`config.mk`:
```
export PLATFORM = sky130hd
export DESIGN_NAME = salc_ctrl
export DESIGN_NICKNAME = d
export VERILOG_FILES = /design/src/hdl/salc_pkg.sv /design/src/hdl/salc_ctrl.sv
export SDC_FILE = /design/constraint.sdc
export NUM_CORES = 1
export LEC_CHECK = 0
export BUFFER_PORTS_ARGS = -buffer_cell sky130_fd_sc_hd__buf_2
export CORE_UTILIZATION = 25
export CTS_CLUSTER_SIZE = 14
export DETAILED_ROUTE_END_ITERATION = 10
export GPL_TIMING_DRIVEN = 0
export SLEW_MARGIN = 20
export SYNTH_ARGS = -nofsm -noshare
export SYNTH_HDL_FRONTEND = slang
export SYNTH_SLANG_ARGS = --single-unit
```
`constraint.sdc`:
```
create_clock -name clk -period 2.1 [get_ports clk]
set_clock_uncertainty 0.05 [all_clocks]
set_input_delay 0.42 -clock clk [delete_from_list [all_inputs] [get_ports clk]]
set_output_delay 0.42 -clock clk [all_outputs]
set_load 0.02 [all_outputs]
```
`src/hdl/salc_pkg.sv`:
```
package salc_pkg;

	localparam int SETS_DEF = 64;
	localparam int WAYS_DEF = 8;
	localparam int ADDR_BITS_DEF = 32;

	localparam int TAG_W = 32;
	localparam int AGE_W = 3;
	localparam logic [AGE_W-1:0] AGE_MAX = 3'd7;
	localparam int CNT_W = 32;
	localparam int CFG_IDX_W = 2;
	localparam int CFG_DATA_W = 4;
	localparam int IDX_RAW_W = 7;

	localparam logic [3:0] WAYS_RST = 4'd1;
	localparam logic [3:0] OFFSET_RST = 4'd4;
	localparam logic [2:0] SETB_RST = 3'd0;

	typedef enum logic [CFG_IDX_W-1:0] {
		CFG_WAYS = 2'd0,
		CFG_OFFSET = 2'd1,
		CFG_SETB = 2'd2,
		CFG_PREFETCH = 2'd3
	} cfg_idx_t;

	typedef struct packed {
		logic mode;
		logic [31:0] address;
	} req_t;

	typedef struct packed {
		logic hit;
		logic [1:0] memory_reads;
		logic memory_write;
		logic [CNT_W-1:0] total_reads;
		logic [CNT_W-1:0] total_writes;
		logic [CNT_W-1:0] total_hits;
		logic [CNT_W-1:0] total_misses;
	} rsp_t;

	typedef struct packed {
		logic latch;
		logic rd;
		logic upd;
		logic pf;
		logic finish;
	} cmd_t;

	typedef struct packed {
		logic miss;
		logic pf_en;
	} status_t;

endpackage

```
`src/hdl/salc_ctrl.sv`:
```
module salc_ctrl (
	input logic clk,
	input logic arst_n,
	input logic start,
	input salc_pkg::status_t status,
	output salc_pkg::cmd_t cmd,
	output logic busy
);

	typedef enum logic [5:0] {
		S_IDLE = 6'b000001,
		S_DRD = 6'b000010,
		S_DUPD = 6'b000100,
		S_PRD = 6'b001000,
		S_PUPD = 6'b010000,
		S_FIN = 6'b100000
	} state_t;

	state_t state_q, state_d;

	always_ff @(posedge clk or negedge arst_n) begin
		if (!arst_n) begin
			state_q <= S_IDLE;
		end else begin
			state_q <= state_d;
		end
	end

	always_comb begin
		state_d = state_q;
		cmd = '0;
		case (state_q)
			S_IDLE: begin
				if (start) begin
					cmd.latch = 1'b1;
					state_d = S_DRD;
				end
			end
			S_DRD: begin
				cmd.rd = 1'b1;
				state_d = S_DUPD;
			end
			S_DUPD: begin
				cmd.upd = 1'b1;
				state_d = (status.miss && status.pf_en) ? S_PRD : S_FIN;
			end
			S_PRD: begin
				cmd.rd = 1'b1;
				cmd.pf = 1'b1;
				state_d = S_PUPD;
			end
			S_PUPD: begin
				cmd.upd = 1'b1;
				cmd.pf = 1'b1;
				state_d = S_FIN;
			end
			S_FIN: begin
				cmd.finish = 1'b1;
				state_d = S_IDLE;
			end
			default: begin
				state_d = S_IDLE;
			end
		endcase
	end

	assign busy = (state_q != S_IDLE);

endmodule

```
==> qor.txt <==
=================================================================================
Count of pins on the block boundary ................................           11
Commonest register cell after synthesis ............................ sky130_fd_sc_hd__dfrtp_1
CTS tree ...........................................................        built
Outcome ............................................................ complete, but fails checks
Starting DRC count in detailed routing .............................            3
Half-perimeter wire length after detailed placement ................       469 µm
Total die area .....................................................     1470 µm²
Final net count ....................................................           55
Power density over the cells .......................................  1110 nW/µm²
Count of inserted antenna diode cells ..............................            0
Most flops, register ...............................................      state_q
Syn Std Cell Area ..................................................      329 µm²
Die Ht .............................................................      38.3 µm
Worst Hold Margin ..................................................       393 ps
Crit Path Category ................................................. flop to output port
Endpoint class of the critical path ................................  output port
Number of cells produced by synthesis ..............................           33
Width of the chip ..................................................      38.3 µm
Max-cap check violation count ......................................            0
Seq pwr share ......................................................        0.336
Biggest registers after layout .....................................  state_q (6)
Post-synthesis async set-or-reset flop share .......................         1.00
Final clock period utilization by the worst path ...................         1.02
GRT Max-Usage Layer ................................................         met2
Std-Cell Rows ......................................................           12
Highest fanout seen on the critical path ...........................            8
Overflow left after global routing .................................            0
Total number of H-tree levels ......................................            1
Share of the synthesized area in the top cell type .................        0.380
Number of failing setup endpoints in the final timing report .......            2
Worst Max-Slew Pin Slew ............................................       290 ps
Ordered list of cells on the worst path ............................ buf_6 > or3_4 > or3_4 > nor2_4 > buf_6
Switching Fraction .................................................        0.379
RSZ-0062 raised after global routing ...............................          yes
Layout cells sized above 1 .........................................        0.429
Aggregate routed wire length .......................................       700 µm
Clock buffers created by TritonCTS .................................            3
Combinational group share of total power ...........................        0.423
Count of final max-slew check failures .............................            0
Synth unique cells .................................................           17
Placeable core region ..............................................     1170 µm²
Number of buffers inserted by port buffering .......................           10
Worst ir drop on vdd ...............................................     0.376 mV
Arrival time at the worst endpoint .................................      1660 ps
Final GP Congestion ................................................        0.733
Yosys warning total ................................................            0
Average vias per placed instance ...................................         4.78
Top post-synthesis cells by area ................................... sky130_fd_sc_hd__dfrtp_1 38%, sky130_fd_sc_hd__dfstp_2 8.0%, sky130_fd_sc_hd__nor4b_1 8.0%, sky130_fd_sc_hd__nand2b_1 5.7%, sky130_fd_sc_hd__or3_1 5.7%
Count of antenna-violating nets left after detailed routing ........            0
Clock power share ..................................................        0.240
Number of placed instances, taps included ..........................           57
Slowest library cell on the worst path ............................. sky130_fd_sc_hd__dfrtp_1
Min Clock Period, post-route .......................................      2130 ps
Kind of cell with the highest combined delay on the critical path .. simple AND/OR/NAND/NOR gates
Seq/Total Area, Yosys ..............................................        0.460
Clock net sink count ...............................................            6
Crit path required time ............................................      1630 ps
Via count of the first global-routing pass .........................          311
Clk_lat worst skew .................................................       270 ps
Total track usage ..................................................        0.135
Synthesized area divided by synthesized cell count .................     9.97 µm²
Global-route wire length before repair .............................      1210 µm
Post-layout instance count excluding filler cells ..................           63
Violated checks .................................................... negative setup slack
Cell type contributing the most total cell area after synthesis .... sky130_fd_sc_hd__dfrtp_1
Routed length per instance .........................................      11.1 µm
Number of flops mapped to enable cells by yosys ....................            0
M2 GR Usage ........................................................        0.212
Worst Setup Start Kind .............................................         flop
TritonRoute pass-1 iters ...........................................            4
Largest stage delay on the critical path ...........................       370 ps
Most common cell in the netlist .................................... sky130_fd_sc_hd__dfrtp_1
Count of vias placed by the detailed router ........................          301
P_sw ...............................................................   0.000198 W
Leakage power ......................................................     0.211 nW
Max-slew headroom at the worst pin .................................        0.805
Synthesis-stage register bit count .................................            6
Hold/Removal Path Class ............................................ primary input to flop
Antenna violations before repair ...................................            0
Register clock-pin slew on the reported worst setup and hold paths .        60 ps
Final worst-path setup slack .......................................     -34.6 ps
Number of flip-flops under the largest register name ...............            6
Drc violations .....................................................            0
Initial core utilization ...........................................        0.281
Fin. Hold Viols ....................................................            0
Syn-to-layout area delta ...........................................        43.0%
Combined buffer and inverter count along the critical path .........            2
Syn nets ...........................................................           38
Met1 global-route usage ............................................        0.120
Fillcell total .....................................................          130
Max frequency ......................................................      468 MHz
End-of-flow core utilization .......................................        0.402
Clock buffer depth .................................................            2
GR met3 Demand/Resource ............................................       0.0872
Buffer type at the clock tree root ................................. sky130_fd_sc_hd__clkbuf_4
Internal ...........................................................   0.000325 W
Top cells by count, synth .......................................... 5 x sky130_fd_sc_hd__dfrtp_1, 3 x sky130_fd_sc_hd__nand2b_1, 3 x sky130_fd_sc_hd__nor3_1, 3 x sky130_fd_sc_hd__nor4b_1, 3 x sky130_fd_sc_hd__or3_1
Pin count of the biggest net entering global routing ...............            9
=================================================================================
## area by class of cell
cell class	instances	area (µm²)	share of cell area
Buffer	1	11.3	0.0239
Multi-Input combinational cell	25	184	0.391
Clock buffer	4	26.3	0.0559
Timing Repair Buffer	12	76.3	0.162
Tap cell	14	17.5	0.0372
Sequential cell	6	151	0.322
Inverter	1	3.75	0.00798
## metrics by stage
stage	TNS, ps	worst slack, ps	total power (W)	area [µm²]
final	-35.9	-34.6	0.000524	470
after global routing	-203	-112	0.000566	470
after detailed placement	0	175	0.000352	397
after global placement	0	180	0.000351	397
after floorplan	0	101	0.000303	329
after CTS	-35.4	-35.2	0.000503	447
## worst register-to-register path, delay by kind of cell, from the launching register on
kind | cells | cell delay (ps)
AND/OR/NAND/NOR | 3 | 780
flip-flops | 1 | 370
buffers and inverters | 1 | 130
## power by group through the flow
stage | Sequential [W] | Clock, W | Combinational [W]
6_report | 0.000176 | 0.000126 | 0.000222
3_3_place_gp | 0.000176 | 0 | 0.000174
2_1_floorplan | 0.000168 | 0 | 0.000136
4_1_cts | 0.000174 | 0.000127 | 0.000202
3_5_place_dp | 0.000175 | 0 | 0.000177
5_1_grt | 0.000180 | 0.000139 | 0.000247
## metal layers
metal,share of wire,up-vias
met2,0.47,10
li1,-,150
met4,0.024,0
met3,0.080,4
met1,0.42,137
met5,0,-
## kinds of logic (layout without fill, tap and decap cells)
group                  count (synthesis)  after routing  share of synthesized area
AO/OA/AOI/OAI                          2              2                     0.0304
flip-flops                             6              6                      0.460
AND/OR/NAND/NOR                       21             21                      0.411
buffers and inverters                  2             18                     0.0456
XOR/XNOR                               2              2                     0.0532
## path summary, 6_finish.rpt
path	from	to	slack (ps)	cells after the start
worst max-delay path	state_q[3]	cmd[4]	-30	5
worst min-delay path	start	state_q[1]	390	3
worst max register to register	state_q[3]	state_q[1]	690	4
worst min register to register	state_q[5]	state_q[4]	470	1
max in group asynchronous	arst_n	state_q[0]	1310	2
min in group asynchronous	arst_n	state_q[2]	450	2
## cell usage in the layout, fill, tap and decap left out, drive strengths merged, types with 2 or more instances in the layout
cell type,n
a21oi,2
buf,12
clkbuf,4
dfrtp,5
nand2b,3
nor2,2
nor3,3
nor4,2
nor4b,3
or3,4
xnor2,2
## repair_timing
item                                   CTS  global route
setup buffers                            0             1
endpoints found under the hold margin    5             0
setup endpoints to repair                2             4
hold buffers                             1             0
resized for setup                        4             4
pin swaps                                1             1
Note: power is estimated with default switching activity, not from simulation.
